$ cat config.mk
export PLATFORM = sky130hd
export DESIGN_NAME = mppt_perturb_observe_unit_flat
export DESIGN_NICKNAME = d
export VERILOG_FILES = /design/src/rtl/mppt_po_pkg.sv /design/src/rtl/mppt_po_if.sv /design/src/rtl/mppt_perturb_observe_unit.sv /design/src/flat_wrapper.sv
export SDC_FILE = /design/constraint.sdc
export NUM_CORES = 1
export LEC_CHECK = 0
export BUFFER_PORTS_ARGS = -buffer_cell sky130_fd_sc_hd__buf_2
export CAP_MARGIN = 30
export CORE_MARGIN = 10
export CORE_UTILIZATION = 40
export CTS_CLUSTER_DIAMETER = 50
export CTS_CLUSTER_SIZE = 10
export DETAILED_ROUTE_END_ITERATION = 10
export SLEW_MARGIN = 25
export SYNTH_ARGS = -nofsm -noshare
export SYNTH_HDL_FRONTEND = slang
export SYNTH_SLANG_ARGS = --single-unit
$ cat constraint.sdc
create_clock -name clk_i -period 4 [get_ports clk_i]
set_input_delay 0.8 -clock clk_i [delete_from_list [all_inputs] [get_ports clk_i]]
set_output_delay 0.8 -clock clk_i [all_outputs]
set_load 0.02 [all_outputs]
$ cat src/rtl/mppt_po_pkg.sv
// ----------------------------------------------------------------------------
// mppt_po_pkg
// Shared widths, constants and codes of the perturb-and-observe tracker.
// ----------------------------------------------------------------------------
package mppt_po_pkg;

  localparam int unsigned ADC_BITS    = 10;
  localparam int unsigned PWR_W       = 2 * ADC_BITS;
  localparam int unsigned DUTY_W      = 8;
  localparam int unsigned WAIT_W      = 16;
  localparam int unsigned STREAK_W    = 8;
  localparam int unsigned STREAK_MAX  = 255;
  localparam int unsigned STREAK_FAST = 3;
  localparam int unsigned OVR_W       = 2;
  localparam int unsigned CFG_IDX_W   = 2;
  localparam int unsigned CFG_DATA_W  = 16;
  // shared adder: one bit above the power word carries sign / borrow
  localparam int unsigned ALU_W       = PWR_W + 1;
  localparam int unsigned CNT_W       = $clog2(WAIT_W);

  localparam logic [DUTY_W-1:0] DUTY_FORCED_HIGH = '1;

  typedef enum logic [OVR_W-1:0] {
    OVR_NONE = 2'd0,
    OVR_LOW  = 2'd1,
    OVR_HIGH = 2'd2
  } ovr_e;

  typedef enum logic [CFG_IDX_W-1:0] {
    CFG_DUTY_MAX  = 2'd0,
    CFG_DUTY_MIN  = 2'd1,
    CFG_DUTY_STEP = 2'd2,
    CFG_BASE_WAIT = 2'd3
  } cfg_idx_e;

endpackage

$ cat src/rtl/mppt_po_if.sv
// ----------------------------------------------------------------------------
// mppt_po_if
// Valid/ready channels: observation beats in, duty/wait beats out.
// ----------------------------------------------------------------------------
interface mppt_po_in_if;
  logic                            valid;
  logic                            ready;
  logic [mppt_po_pkg::ADC_BITS-1:0] panel_voltage;
  logic [mppt_po_pkg::ADC_BITS-1:0] panel_current;
  logic [mppt_po_pkg::OVR_W-1:0]    override;

  modport source (output valid, panel_voltage, panel_current, override, input ready);
  modport sink   (input valid, panel_voltage, panel_current, override, output ready);
endinterface

interface mppt_po_out_if;
  logic                             valid;
  logic                             ready;
  logic [mppt_po_pkg::DUTY_W-1:0]   duty_out;
  logic [mppt_po_pkg::WAIT_W-1:0]   wait_ms;
  logic                             was_success;

  modport source (output valid, duty_out, wait_ms, was_success, input ready);
  modport sink   (input valid, duty_out, wait_ms, was_success, output ready);
endinterface

$ cat src/rtl/mppt_perturb_observe_unit.sv
// ----------------------------------------------------------------------------
// mppt_perturb_observe_unit
// Perturb-and-observe MPPT step: power, direction, streak-scaled duty move,
// clamp, and streak-shortened wait; multiplies, duty add and divide share one adder.
// ----------------------------------------------------------------------------
// Sequence: power multiply, compare, step multiply, duty add, clamp, then the
//   divide when the updated streak exceeds 3, then the output hand-off.
// One observation beat at a time (input ready only in idle); the 21-bit shared
//   adder is reused by two 10-step shift-add multiplies and a 16-step restoring divide.
// The input side reopens while a finished result still waits on the output.
// Reset (rst_ni, async low): registers to defaults, duty 0, previous power 0,
//   direction down, streak 1; no result pending.
// ----------------------------------------------------------------------------
module mppt_perturb_observe_unit (
  input  logic                                clk_i,
  input  logic                                rst_ni,
  input  logic                                cfg_we_i,
  input  logic [mppt_po_pkg::CFG_IDX_W-1:0]   cfg_idx_i,
  input  logic [mppt_po_pkg::CFG_DATA_W-1:0]  cfg_data_i,
  mppt_po_in_if.sink                          in_i,
  mppt_po_out_if.source                       out_o
);
  import mppt_po_pkg::*;

  // Sequencer: each state owns the shared adder for its cycles.
  typedef enum logic [2:0] {
    S_IDLE,    // waiting for an observation beat
    S_MUL_P,   // power = voltage * current, one multiplier bit per cycle
    S_CMP,     // success test, override, direction flip
    S_MUL_S,   // step = duty_step * streak, same shift-add loop
    S_ADD,     // duty +/- step, signed
    S_CLAMP,   // clamp, streak update, divide setup
    S_DIV,     // wait = base_wait / streak, one quotient bit per cycle
    S_FINISH   // hand result to output register
  } state_e;

  state_e               state_q;

  // configuration
  logic [DUTY_W-1:0]    duty_max_q, duty_min_q, duty_step_q;
  logic [WAIT_W-1:0]    base_wait_q;

  // tracker state
  logic [DUTY_W-1:0]    duty_q;
  logic [PWR_W-1:0]     prev_power_q;
  logic                 going_up_q;
  logic [STREAK_W-1:0]  streak_q;

  // datapath
  logic [PWR_W-1:0]     acc_q;      // multiply accumulator
  logic [PWR_W-1:0]     mcand_q;    // shifted multiplicand
  logic [ADC_BITS-1:0]  mplier_q;   // multiplier, consumed LSB first
  logic [ALU_W-1:0]     sum_q;      // signed duty +/- step
  logic [STREAK_W-1:0]  rem_q;      // divider remainder
  logic [WAIT_W-1:0]    quo_q;      // dividend in, quotient out
  logic [CNT_W-1:0]     cnt_q;
  logic [OVR_W-1:0]     ovr_q;
  logic                 success_q;

  // output register
  logic                 out_valid_q;
  logic [DUTY_W-1:0]    duty_out_q;
  logic [WAIT_W-1:0]    wait_out_q;
  logic                 succ_out_q;

  // shared adder
  logic [ALU_W-1:0]     alu_a, alu_b, alu_sum;
  logic                 alu_cin;
  logic [STREAK_W:0]    div_trial;
  logic                 div_neg;
  logic [STREAK_W-1:0]  streak_next;
  logic                 in_fire;
  logic                 out_load;   // result moves into the output register

  assign in_fire   = in_i.valid && in_i.ready;
  assign div_trial = {rem_q, quo_q[WAIT_W-1]};
  assign out_load  = (state_q == S_FINISH) && (!out_valid_q || out_o.ready);

  always_comb begin
    alu_a   = '0;
    alu_b   = '0;
    alu_cin = 1'b0;
    case (state_q)
      S_MUL_P, S_MUL_S: begin
        alu_a = ALU_W'(acc_q);
        alu_b = ALU_W'(mcand_q);
      end
      S_ADD: begin
        // step fits in 16 bits (8 x 8); subtract by two's complement
        alu_a   = ALU_W'(duty_q);
        alu_b   = going_up_q ? ALU_W'(acc_q[2*STREAK_W-1:0])
                             : ~ALU_W'(acc_q[2*STREAK_W-1:0]);
        alu_cin = ~going_up_q;
      end
      S_DIV: begin
        alu_a   = ALU_W'(div_trial);
        alu_b   = ~ALU_W'(streak_q);
        alu_cin = 1'b1;
      end
      default: begin
        alu_a   = '0;
        alu_b   = '0;
        alu_cin = 1'b0;
      end
    endcase
  end

  assign alu_sum = alu_a + alu_b + ALU_W'(alu_cin);
  assign div_neg = alu_sum[ALU_W-1];   // trial < streak

  // streak after this observation
  always_comb begin
    if (!success_q) begin
      streak_next = STREAK_W'(1);
    end else if (streak_q < STREAK_W'(STREAK_MAX)) begin
      streak_next = streak_q + STREAK_W'(1);
    end else begin
      streak_next = streak_q;
    end
  end

  // configuration registers
  always_ff @(posedge clk_i or negedge rst_ni) begin
    if (!rst_ni) begin
      duty_max_q  <= DUTY_W'(255);
      duty_min_q  <= '0;
      duty_step_q <= DUTY_W'(1);
      base_wait_q <= WAIT_W'(450);
    end else if (cfg_we_i) begin
      case (cfg_idx_i)
        CFG_DUTY_MAX:  duty_max_q  <= cfg_data_i[DUTY_W-1:0];
        CFG_DUTY_MIN:  duty_min_q  <= cfg_data_i[DUTY_W-1:0];
        CFG_DUTY_STEP: duty_step_q <= cfg_data_i[DUTY_W-1:0];
        CFG_BASE_WAIT: base_wait_q <= cfg_data_i[WAIT_W-1:0];
        default: ;
      endcase
    end
  end

  // sequencer, datapath and output register
  always_ff @(posedge clk_i or negedge rst_ni) begin
    if (!rst_ni) begin
      state_q      <= S_IDLE;
      duty_q       <= '0;
      prev_power_q <= '0;
      going_up_q   <= 1'b0;
      streak_q     <= STREAK_W'(1);
      acc_q        <= '0;
      mcand_q      <= '0;
      mplier_q     <= '0;
      sum_q        <= '0;
      rem_q        <= '0;
      quo_q        <= '0;
      cnt_q        <= '0;
      ovr_q        <= '0;
      success_q    <= 1'b0;
      out_valid_q  <= 1'b0;
      duty_out_q   <= '0;
      wait_out_q   <= '0;
      succ_out_q   <= 1'b0;
    end else begin
      if (out_load) begin
        out_valid_q <= 1'b1;
      end else if (out_valid_q && out_o.ready) begin
        out_valid_q <= 1'b0;
      end

      case (state_q)
        S_IDLE: begin
          if (in_fire) begin
            acc_q    <= '0;
            mcand_q  <= PWR_W'(in_i.panel_current[ADC_BITS-1:0]);
            mplier_q <= in_i.panel_voltage[ADC_BITS-1:0];
            ovr_q    <= in_i.override;
            cnt_q    <= '0;
            state_q  <= S_MUL_P;
          end
        end

        S_MUL_P, S_MUL_S: begin
          if (mplier_q[0]) begin
            acc_q <= alu_sum[PWR_W-1:0];
          end
          mcand_q  <= {mcand_q[PWR_W-2:0], 1'b0};
          mplier_q <= {1'b0, mplier_q[ADC_BITS-1:1]};
          cnt_q    <= cnt_q + CNT_W'(1);
          if (cnt_q == CNT_W'(ADC_BITS - 1)) begin
            state_q <= (state_q == S_MUL_P) ? S_CMP : S_ADD;
          end
        end

        S_CMP: begin
          success_q    <= (acc_q > prev_power_q);
          prev_power_q <= acc_q;
          going_up_q   <= going_up_q ^ ~(acc_q > prev_power_q);
          case (ovr_q)
            OVR_LOW:  duty_q <= '0;
            OVR_HIGH: duty_q <= DUTY_FORCED_HIGH;
            default:  ;   // normal, and the unused code
          endcase
          // step uses the streak before its update
          acc_q    <= '0;
          mcand_q  <= PWR_W'(duty_step_q);
          mplier_q <= ADC_BITS'(streak_q);
          cnt_q    <= '0;
          state_q  <= S_MUL_S;
        end

        S_ADD: begin
          sum_q   <= alu_sum;
          state_q <= S_CLAMP;
        end

        S_CLAMP: begin
          // max test first: with min > max the first hit wins
          if ($signed(sum_q) >= $signed(ALU_W'(duty_max_q))) begin
            duty_q <= duty_max_q;
          end else if ($signed(sum_q) <= $signed(ALU_W'(duty_min_q))) begin
            duty_q <= duty_min_q;
          end else begin
            duty_q <= sum_q[DUTY_W-1:0];
          end
          streak_q <= streak_next;
          quo_q    <= base_wait_q;
          rem_q    <= '0;
          cnt_q    <= '0;
          state_q  <= (streak_next > STREAK_W'(STREAK_FAST)) ? S_DIV : S_FINISH;
        end

        S_DIV: begin
          rem_q   <= div_neg ? div_trial[STREAK_W-1:0] : alu_sum[STREAK_W-1:0];
          quo_q   <= {quo_q[WAIT_W-2:0], ~div_neg};
          cnt_q   <= cnt_q + CNT_W'(1);
          if (cnt_q == CNT_W'(WAIT_W - 1)) begin
            state_q <= S_FINISH;
          end
        end

        S_FINISH: begin
          if (out_load) begin
            duty_out_q  <= duty_q;
            wait_out_q  <= quo_q;
            succ_out_q  <= success_q;
            state_q     <= S_IDLE;
          end
        end

        default: state_q <= S_IDLE;
      endcase
    end
  end

  assign in_i.ready        = (state_q == S_IDLE);
  assign out_o.valid       = out_valid_q;
  assign out_o.duty_out    = duty_out_q;
  assign out_o.wait_ms     = wait_out_q;
  assign out_o.was_success = succ_out_q;

  // ---------------------------------------------------------------------------
  // Assertions
  // ---------------------------------------------------------------------------
  a_accept_starts_mul: assert property (@(posedge clk_i) disable iff (!rst_ni)
    in_fire |=> (state_q == S_MUL_P))
    else $error("accepted beat did not start the power multiply");

  a_streak_nonzero: assert property (@(posedge clk_i) disable iff (!rst_ni)
    streak_q != '0)
    else $error("streak reached zero");

  a_wait_bounded: assert property (@(posedge clk_i) disable iff (!rst_ni)
    out_valid_q |-> (wait_out_q <= base_wait_q))
    else $error("wait exceeds base wait");

  a_duty_in_range: assert property (@(posedge clk_i) disable iff (!rst_ni)
    (out_valid_q && (duty_min_q <= duty_max_q)) |->
      ((duty_out_q >= duty_min_q) && (duty_out_q <= duty_max_q)))
    else $error("duty outside clamp window");

  a_div_short_streak: assert property (@(posedge clk_i) disable iff (!rst_ni)
    (state_q == S_DIV) |-> (streak_q > STREAK_W'(STREAK_FAST)))
    else $error("divide running with a short streak");

endmodule

$ cat src/flat_wrapper.sv
// flat-port wrapper written by rule: the top's interface ports become plain ports
module mppt_perturb_observe_unit_flat import mppt_po_pkg::*;
  (clk_i, rst_ni, cfg_we_i, cfg_idx_i, cfg_data_i, in_i_valid, in_i_panel_voltage, in_i_panel_current, in_i_override, in_i_ready, out_o_valid, out_o_duty_out, out_o_wait_ms, out_o_was_success, out_o_ready);
  mppt_po_in_if in_i_i ();
  mppt_po_out_if out_o_i ();
  input  logic clk_i;
  input  logic rst_ni;
  input  logic cfg_we_i;
  input  logic [mppt_po_pkg::CFG_IDX_W-1:0] cfg_idx_i;
  input  logic [mppt_po_pkg::CFG_DATA_W-1:0] cfg_data_i;
  input wire logic [$bits(in_i_i.valid)-1:0] in_i_valid;
  input wire logic [$bits(in_i_i.panel_voltage)-1:0] in_i_panel_voltage;
  input wire logic [$bits(in_i_i.panel_current)-1:0] in_i_panel_current;
  input wire logic [$bits(in_i_i.override)-1:0] in_i_override;
  output wire logic [$bits(in_i_i.ready)-1:0] in_i_ready;
  output wire logic [$bits(out_o_i.valid)-1:0] out_o_valid;
  output wire logic [$bits(out_o_i.duty_out)-1:0] out_o_duty_out;
  output wire logic [$bits(out_o_i.wait_ms)-1:0] out_o_wait_ms;
  output wire logic [$bits(out_o_i.was_success)-1:0] out_o_was_success;
  input wire logic [$bits(out_o_i.ready)-1:0] out_o_ready;
  assign in_i_i.valid = in_i_valid;
  assign in_i_i.panel_voltage = in_i_panel_voltage;
  assign in_i_i.panel_current = in_i_panel_current;
  assign in_i_i.override = in_i_override;
  assign in_i_ready = in_i_i.ready;
  assign out_o_valid = out_o_i.valid;
  assign out_o_duty_out = out_o_i.duty_out;
  assign out_o_wait_ms = out_o_i.wait_ms;
  assign out_o_was_success = out_o_i.was_success;
  assign out_o_i.ready = out_o_ready;
  mppt_perturb_observe_unit u_core (.clk_i(clk_i), .rst_ni(rst_ni), .cfg_we_i(cfg_we_i), .cfg_idx_i(cfg_idx_i), .cfg_data_i(cfg_data_i), .in_i(in_i_i), .out_o(out_o_i));
endmodule
# Word-level counts from Yosys, hierarchy flattened
# Index checks and enable logic that the tools add are counted.
# classes
n_addsub,4
magnitude_cmp,5
eq_ne,20
mux,31
bitwise_logic,6
reduce_logical,26
# op_table
op,n
one-hot mux 20 bit (3 select lines),3
one-hot mux 21 bit (3 select lines),1
2-to-1 mux 20 bit,3
one-hot mux 8 bit (2 select lines),3
2-to-1 mux 8 bit,5
one-hot mux 16 bit (2 select lines),1
one-hot mux 10 bit (3 select lines),1
adder 20 x 21 -> 21 bit,1
adder 21 x 1 -> 21 bit,1
>= comparator 21 x 9 -> 1 bit,1
<= comparator 21 x 9 -> 1 bit,1
2-to-1 mux 21 bit,1
inverter 16 -> 21 bit,1
inverter 8 -> 21 bit,1
one-hot mux 3 bit (7 select lines),1
> comparator 20 bit,1
AND reduction 2 bit,9
2-to-1 mux 3 bit,5
equality test 3 bit (second input constant),4
one-hot mux 4 bit (3 select lines),1
2-to-1 mux 10 bit,1
adder 8 x 1 -> 8 bit (second input constant),1
equality test 4 bit (second input constant),2
> comparator 8 x 2 -> 1 bit (second input constant),1
25 further kinds,42
# word_totals
register_bits,208
elab_cells,114

# Longest topological paths before layout
# depth
ltp_word,7
mapped_depth,17
depth_no_buf,15

# Least setup slack after synthesis
# No wires, ideal clock.
# synth_timing
kind,reg-to-reg
startpoint,reg u_core.state_q[1]
endpoint,reg u_core.sum_q[18]
setup_time_ns,0.125
arrival_time_ns,3.516
slack_ns,0.359
path_stages_with_launch,18
path_buffers,2
path_cell_list,dfrtp_1 -> inv_1 -> ha_1 -> nor2_1 -> nor2_1 -> clkbuf_1 -> clkbuf_1 -> a222oi_1 -> fa_1 -> inv_1 -> fa_1 -> a211oi_1 -> o21ai_1 -> a21oi_1 -> o31a_1 -> o21ai_1 -> xor2_1 -> mux2_2
# synth_via
elab_chain_len,5
word_cells_on_any_way,10
# synth_rtl
item,line,text
from (decl),mppt_perturb_observe_unit.sv:37,state_e state_q;
from (signal assigned),mppt_perturb_observe_unit.sv:188,state_q <= (state_q == S_MUL_P) ? S_CMP : S_ADD;
from (signal assigned),mppt_perturb_observe_unit.sv:227,state_q <= (streak_next > STREAK_W'(STREAK_FAST)) ? S_DIV : S_FINISH;
equality test 3 x 2 -> 1 bit or equality test 3 x 1 -> 1 bit (tied branches),mppt_perturb_observe_unit.sv:83,case (state_q)
OR reduction 2 bit,mppt_perturb_observe_unit.sv:83,
one-hot mux 20 bit (3 select lines) or one-hot mux 21 bit (3 select lines) (tied branches),mppt_perturb_observe_unit.sv:83,
adder 20 x 21 -> 21 bit,mppt_perturb_observe_unit.sv:108,assign alu_sum = alu_a + alu_b + ALU_W'(alu_cin);
adder 21 x 1 -> 21 bit,mppt_perturb_observe_unit.sv:108,
to (signal assigned),mppt_perturb_observe_unit.sv:210,sum_q <= alu_sum;
to (decl),mppt_perturb_observe_unit.sv:53,logic [ALU_W-1:0] sum_q;
# Several ways; a longest one is shown, not always the timed one.
# A chain may end at the register's enable or synchronous reset.

# Final worst setup path
# Same ends and word-level chain as after synthesis.

==> flow_summary.yaml <==
grt:
  antenna_found_initial: 0
  grt_usage_pct: 16.7
  grt_first_pass_wirelength_um: 48500
  grt_remaining_overflow: 0
  grt_max_degree: 91
  grt_pass1_vias: 8733
critical_path:
  cp_num_buf_inv: 3
  required_ns: 4.44
  crit_end: "u_core.sum_q[18]"
  path_max_fanout: 11
  cp.depth: 16
  cp-end-kind: "flop"
  worstRegToRegCells: 16
  regToRegStartpoint: "u_core.state_q[1]"
  worst_path_largest_cell_delay_ns: 0.40
  reg2reg_to: "u_core.sum_q[18]"
  path_cells: "inv_1 -> ha_1 -> nor2_4 -> nor2_4 -> buf_4 -> buf_4 -> a22oi_1 -> o21ai_0 -> ha_1 -> or2_1 -> and4_2 -> a21oi_1 -> o31a_1 -> o21ai_1 -> xor2_1 -> mux2_2"
  start_kind: "flop"
  crit_family: "simple AND/OR/NAND/NOR gates"
  crit_type: "reg2reg"
  r2r_slack_ns: 0.33
  critical_path.startpoint: "u_core.state_q[1]"
  cp_slowest_cell: "dfrtp_1"
  worstPathArrival_ns: 4.10
clock_tree:
  cts_tree: "built"
  h-tree-depth: 1
  cts_made_buffers: 29
  clock-sinks: 208
  hold_buffers: 0
  clk_latency_ns: 0.55
  cts_root_buf: "clkbuf_16"
  max-clock-path-buffers: 3
  path_clk_slew_ns: 0.06
floorplanning:
  fp.dieW_um: 188
  die-area_um2: 35200
  num_io_pins: 72
  die_h_um: 188
  row_count: 61
  start_util_pct: 40.5
  design.core.area_um2: 27800
hold_path:
  min_path_type: "in2async"
routing:
  viasPerCell: 5.40
  drc_errors: 0
  drt_iter0_drc: 744
  wl_um: 30000
  via_count: 8785
  antenna_left: 0
  drt-pass1-iter-count: 8
  post_drt_wl_per_cell_um: 18.4
sta:
  clock_skew_ns: 0.0212
  final.setup.tns_ns: 0
  rsz0062_at_grt: "no"
  post-route-min-period_ns: 3.67
  fmax_ghz: 0.273
  tightest_slew_ns: 0.892
  post-route-period-util_pct: 91.7
  layout_setup_ws_ns: 0.332
  finalHoldViolCount: 0
  slew_headroom_pct: 40.4
  setup_viol: 0
  drv_slew: 0
cells_and_area:
  area_growth_pct: 16.0
  layout-drive-gt1-share_pct: 20.3
  fin_nets: 1337
  num-fill-cells: 2707
  multi_input_area_um2: 5590
  seq_area_um2: 5220
  n_antenna_cell: 0
synth:
  synth.avg_cell_area_um2: 9.68
  syn-num-nets: 1270
  async_reset_ff_share_pct: 100
  synth_edf_count: 0
  synthCells: 1161
  syn_area_um2: 11200
  seq_area_frac_synth_pct: 46.5
  synth_seq_cells: 208
  ys_warn_count: 0
  ys_types: 73
  synth_ff_type: "dfrtp_1"
pwr:
  cellPowerDensity_nw_per_um2: 902
  power_uw: 11800
  ir_drop_mv: 0.481
  p_leak_uw: 0.00594
placed_design:
  port_buffers: 71
  dp_hpwl_um: 21500
  finalWeightedCongestion: 0.899
  dp_slack_ns: 0.192
run:
  maxCapViolCount: 0
status:
  run_status: "completed"
## power breakdown
group / internal [uW] / switching (uW)
sequential: 2930 / 746
clock: 1550 / 949
combinational: 2210 / 3390
total: 6680 / 5080
## registers in the layout, indices dropped and copies added (netlist names), 10 cells and up
signal                flops
u_core.quo_q             16
u_core.mcand_q           20
u_core.acc_q             20
u_core.prev_power_q      20
u_core.sum_q             21
u_core.out_o.wait_ms     16
u_core.base_wait_q       16
u_core.mplier_q          10
## synthesized netlist by cell type (6+ instances only)
| library cell | n | area, um2 |
|---|---|---|
| nand3_1 | 20 | 100 |
| a222oi_1 | 8 | 80.1 |
| o21ai_0 | 101 | 505 |
| nand2b_1 | 9 | 56.3 |
| o31ai_1 | 8 | 60.1 |
| o21ai_1 | 6 | 30.0 |
| xnor2_1 | 18 | 158 |
| mux2i_1 | 8 | 80.1 |
| o21a_1 | 8 | 60.1 |
| nor3_1 | 6 | 30.0 |
| xor2_1 | 20 | 175 |
| a21oi_1 | 37 | 185 |
| nor2_1 | 65 | 244 |
| o211ai_1 | 14 | 105 |
| and2_1 | 16 | 100 |
| a31oi_1 | 45 | 282 |
| inv_1 | 53 | 199 |
| nand2_1 | 183 | 687 |
| clkbuf_1 | 42 | 158 |
| dfstp_2 | 14 | 368 |
| buf_2 | 10 | 50.1 |
| mux2_2 | 62 | 698 |
| a21o_1 | 13 | 97.6 |
| a22oi_1 | 25 | 188 |
| ha_1 | 62 | 776 |
| dfrtp_1 | 194 | 4850 |
| nand4_1 | 13 | 81.3 |
| buf_1 | 7 | 26.3 |
## layer usage
| metal | share of wire [%] | vias to the layer above | GRT usage, % |
|---|---|---|---|
| li1 | - | 4284 | - |
| met1 | 49 | 4275 | 23.9 |
| met2 | 44 | 185 | 25.4 |
| met3 | 5.2 | 41 | 3.21 |
| met4 | 1.9 | 0 | 3.75 |
| met5 | 0 | - | 0 |
## final cells by class
cell class	count	share of cell area, %
well taps	378	3.63
clock buffers	41	6.30
flip-flops and latches	208	40.1
clock inverters	10	0.873
inverters	53	1.53
multi-input cells	836	42.9
repair buffers	100	4.71
## cell usage in the layout, fill, tap and decap left out, drive strengths merged, types with 20 or more instances in the layout
cell      n
a21oi    38
a31oi    45
clkbuf   42
buf      99
inv      55
ha       62
dfrtp   194
o21ai   110
a22oi    25
mux2     63
nor2     66
nand3    20
xor2     20
nand2   183
## worst min path at each step
stage | start | endpoint | slack (ns) | depth (start not counted)
floorplan | u_core.mplier_q[9] | u_core.mplier_q[9] | 0.44 | 2
global placement | u_core.sum_q[10] | u_core.sum_q[10] | 0.46 | 2
detailed placement | u_core.mplier_q[9] | u_core.mplier_q[9] | 0.46 | 2
CTS | rst_ni | u_core.mplier_q[9] | 0.35 | 1
global route | rst_ni | u_core.cnt_q[1] | 0.37 | 1
finish | rst_ni | u_core.cnt_q[1] | 0.31 | 1
## per-stage QoR
stage               instances  instance area, um2  utilization, %  hold slack [ns]
floorplan                1161               11200               -            0.439
global placement         1573               12100            43.5            0.464
detailed placement       1574               12100            43.5            0.457
CTS                      1625               13000            46.8            0.352
global route             1626               13000            46.9            0.369
finish                   1626               13000            46.9            0.307
## cell families (layout without fill, tap and decap cells)
logic type | count (synthesis) | after routing | share of synthesized area [%]
and+or+nand+nor | 344 | 344 | 13.6
AOI/OAI and AO/OA | 319 | 319 | 18.5
DFF | 208 | 208 | 46.5
buffers and inverters | 117 | 204 | 4.17
muxes | 71 | 71 | 7.06
adders and majority gates | 64 | 64 | 7.26
xor gates and xnor gates | 38 | 38 | 2.96
## repair_timing
item	4_1_cts	5_1_grt
setup endpoints to repair	0	17
setup buffers	0	0
resized for setup	0	4
## worst reg2reg max path, delay by kind of cell, from the launching register on
kind | cells | cell delay [ns]
adders and majority gates | 2 | 0.67
DFF | 1 | 0.40
muxes | 1 | 0.27
and+or+nand+nor | 4 | 0.81
buffers and inverters | 3 | 0.52
AOI/OAI and AO/OA | 5 | 0.72
xor gates and xnor gates | 1 | 0.16
Note: power is estimated with default switching activity, not from simulation.
